## config.mk

```make
export PLATFORM = sky130hd
export DESIGN_NAME = ffa_ram
export DESIGN_NICKNAME = d
export VERILOG_FILES = /design/src/ffa_ram.sv
export SDC_FILE = /design/constraint.sdc
export NUM_CORES = 1
export LEC_CHECK = 0
export ABC_CLOCK_PERIOD_IN_PS = 1800
export BUFFER_PORTS_ARGS = -buffer_cell sky130_fd_sc_hd__buf_2
export CAP_MARGIN = 20
export CORE_ASPECT_RATIO = 0.8
export CORE_MARGIN = 5
export CORE_UTILIZATION = 25
export CTS_CLUSTER_SIZE = 40
export DETAILED_ROUTE_END_ITERATION = 8
export PLACE_DENSITY = 0.41
export SYNTH_ARGS = -nofsm -noshare
export SYNTH_HDL_FRONTEND = slang
export SYNTH_SLANG_ARGS = --single-unit
```

## constraint.sdc

```tcl
create_clock -name clk -period 1.8 [get_ports clk]
set_input_delay 0.09 -clock clk [delete_from_list [all_inputs] [get_ports clk]]
set_output_delay 0.09 -clock clk [all_outputs]
set_load 0.02 [all_outputs]
```

## src/ffa_ram.sv

```systemverilog
// Generic simple dual-port RAM with a registered read.
module ffa_ram #(
	parameter int unsigned WIDTH = 8,
	parameter int unsigned DEPTH = 16
) (
	input  logic                     clk,
	input  logic                     we,
	input  logic [$clog2(DEPTH)-1:0] waddr,
	input  logic [WIDTH-1:0]         wdata,
	input  logic [$clog2(DEPTH)-1:0] raddr,
	output logic [WIDTH-1:0]         rdata
);
	logic [WIDTH-1:0] mem [DEPTH];

	// One write and one read per cycle.
	always_ff @(posedge clk) begin
		if (we) begin
			mem[waddr] <= wdata;
		end
		rdata <= mem[raddr];
	end
endmodule

```

==> flow_summary.yaml <==
floorplanning:
  io_pins: 26
  die_area_sq_um: 23600
  fp.dieW_microns: 170
  placementRows: 47
  initial_core_util_pct: 25.2
  die_y_microns: 138
  core_sq_um: 20500
cts:
  cts_tree: "done"
  clockBufferDepth: 2
  cts-root-buf: "clkbuf_16"
  h-tree-depth: 4
  cts_hold_buf: 0
  numClockSinks: 136
  cts_buffers: 17
  post_cts_buffers: 0
  clkTransAtPathRegs_ns: 0.06
  post_cts_resized: 0
  clk_latency_ns: 0.41
worst_hold_path:
  hold_path.class: "in2reg"
  worstHoldPathCells: 1
  min_to: "mem[6][3]"
  min_from: "wdata[3]"
routing:
  antenna_left: 0
  firstDrtPassIters: 4
  routedWlPerCell_microns: 19.5
  avgViaCountPerCell: 4.28
  drt_wl_total_microns: 11000
  vias: 2420
  drc: 0
  drt_iter0_drc: 180
worst_setup_path:
  reg2reg_to: "rdata[5]"
  cp_top_family: "multiplexers"
  rrSetupSlack_ns: 0.43
  criticalPathCategory: "reg2reg"
  reg2reg_from: "mem[6][5]"
  slowest_stage: "mux4_2"
  path_max_fanout: 1
  crit_chain: "mux4_2 -> a22oi_1 -> nand2_1"
  worst_setup_path_end_kind: "flip-flop"
  worst-path-buf-inv: 0
  cp-start-kind: "flip-flop"
  cp.required_ns: 2.09
  arrival_ns: 1.66
  r2r_cells: 3
  critPathMaxStageDelay_ns: 0.51
timing:
  min_period_ns: 1.37
  slew_violations: 0
  period_share_pct: 76.0
  fin_setup_tns_ns: 0
  setup_viol: 0
  rsz0062_at_grt: "no"
  timing.fmax_mhz: 731
  tightest_slew_ns: 0.792
  maxSlewHeadroom_pct: 47.0
  finClkSkew_ns: 0.0112
  hold_viol_final: 0
yosys:
  synth_nets: 247
  synth-seq-cells: 136
  synth_area_sq_um: 5150
  seq_area_frac_synth_pct: 77.8
  synth_cells: 229
  ys_warn_count: 0
  syn_avg_cell_area_sq_um: 22.5
  synth_cell_type_count: 19
cells_and_area:
  most-common-layout-cells: "edfxtp_1, buf_2, mux4_2, buf_4, clkbuf_16"
  final_common_cell: "edfxtp_1"
  drive_above_1_share_pct: 31.4
  stdcell_count: 565
  fin_util_pct: 30.7
  nets: 301
  diodes: 0
  syn2layout_area_growth_pct: 21.9
grt:
  grt_usage_pct: 9.83
  antenna_found_initial: 0
  grt_max_degree: 25
  grt_pass1_vias: 2635
  overflow: 0
  grt_pass1_wl_microns: 16800
pwr:
  cellPowerDensity_nw_per_um2: 1160
  power.leakage_nw: 2.09
  worst_ir_drop_vdd_uv: 636
placed_design:
  gp_congestion: 0.691
  numPortBuffers: 25
  dpl.hpwl_microns: 7160
  placed_cells: 533
run_status:
  status: "finished clean"
run:
  cap_violations: 0
power breakdown:
| group | leakage [nW] | internal [mW] | switching, mW |
|---|---|---|---|
| clock network | 0.277 | 2.08 | 1.26 |
| registers | 1.22 | 3.54 | 0.0195 |
| logic | 0.585 | 0.144 | 0.219 |
| total | 2.09 | 5.76 | 1.50 |
cells in the mapped netlist:
master           count  share of area (%)
nand2b_1             2               0.24
buf_6                3               0.66
mux4_1              14                7.1
buf_4                1               0.15
and2_1               1               0.12
nor2b_1              1               0.12
clkdlybuf4s25_2      3               0.58
nor3_1               4               0.39
nand2_1              9               0.66
a22oi_1             16                2.3
mux4_2              18                7.9
nor2_1              13               0.95
dfxtp_1              8                3.1
nand3b_1             2               0.29
edfxtp_1           128                 75
nand3_1              1              0.097
or3b_2               1               0.17
and2b_1              1               0.15
buf_2                3               0.29
through the flow:
stage	instance area (sq um)	hold slack, ns	power, mW	worst slack [ns]
after floorplan	5150	0.189	3.83	0.217
final	6270	0.0704	7.27	0.432
after global placement	5700	0.487	4.00	0.185
after detailed placement	5700	0.498	4.00	0.200
after CTS	6270	0.0595	7.35	0.413
after global routing	6270	0.0651	7.55	0.339
state kept, by name, indices dropped and copies added (netlist names):
register  count
mem         128
rdata         8
layout make-up:
type	count	area [sq um]
Clock buffer	21	450
Clock inverter	11	125
Fill cell	1992	14200
Multi-Input combinational cell	83	1060
Sequential cell	136	4000
Tap cell	269	337
Timing Repair Buffer	45	300
how the worst max path moves through the flow:
stage	startpoint	end	slack, ns	cells past startpoint
2_1_floorplan	waddr[2]	mem[0][0]	0.22	2
3_3_place_gp	raddr[0]	rdata[2]	0.19	5
3_5_place_dp	raddr[0]	rdata[2]	0.20	5
4_1_cts	mem[5][2]	rdata[2]	0.41	3
5_1_grt	mem[5][2]	rdata[2]	0.34	3
6_report	mem[6][5]	rdata[5]	0.43	3
kinds of logic (layout without fill, tap and decap cells):
kind of cell / Yosys count / after routing / share of synthesized area, %
buffers and inverters: 10 / 77 / 1.68
muxes: 32 / 32 / 15.0
AOI/OAI and AO/OA: 16 / 16 / 2.33
DFF: 136 / 136 / 77.8
and+or+nand+nor: 35 / 35 / 3.18
routing by layer:
metal	vias to the layer above	wire [microns]	GRT usage, %
met2	44	5040	14.3
met3	10	368	2.77
li1	1085	-	-
met4	0	108	3.03
met1	1281	5500	14.3
met5	-	0	0
Note: power is estimated with default switching activity, not from simulation.
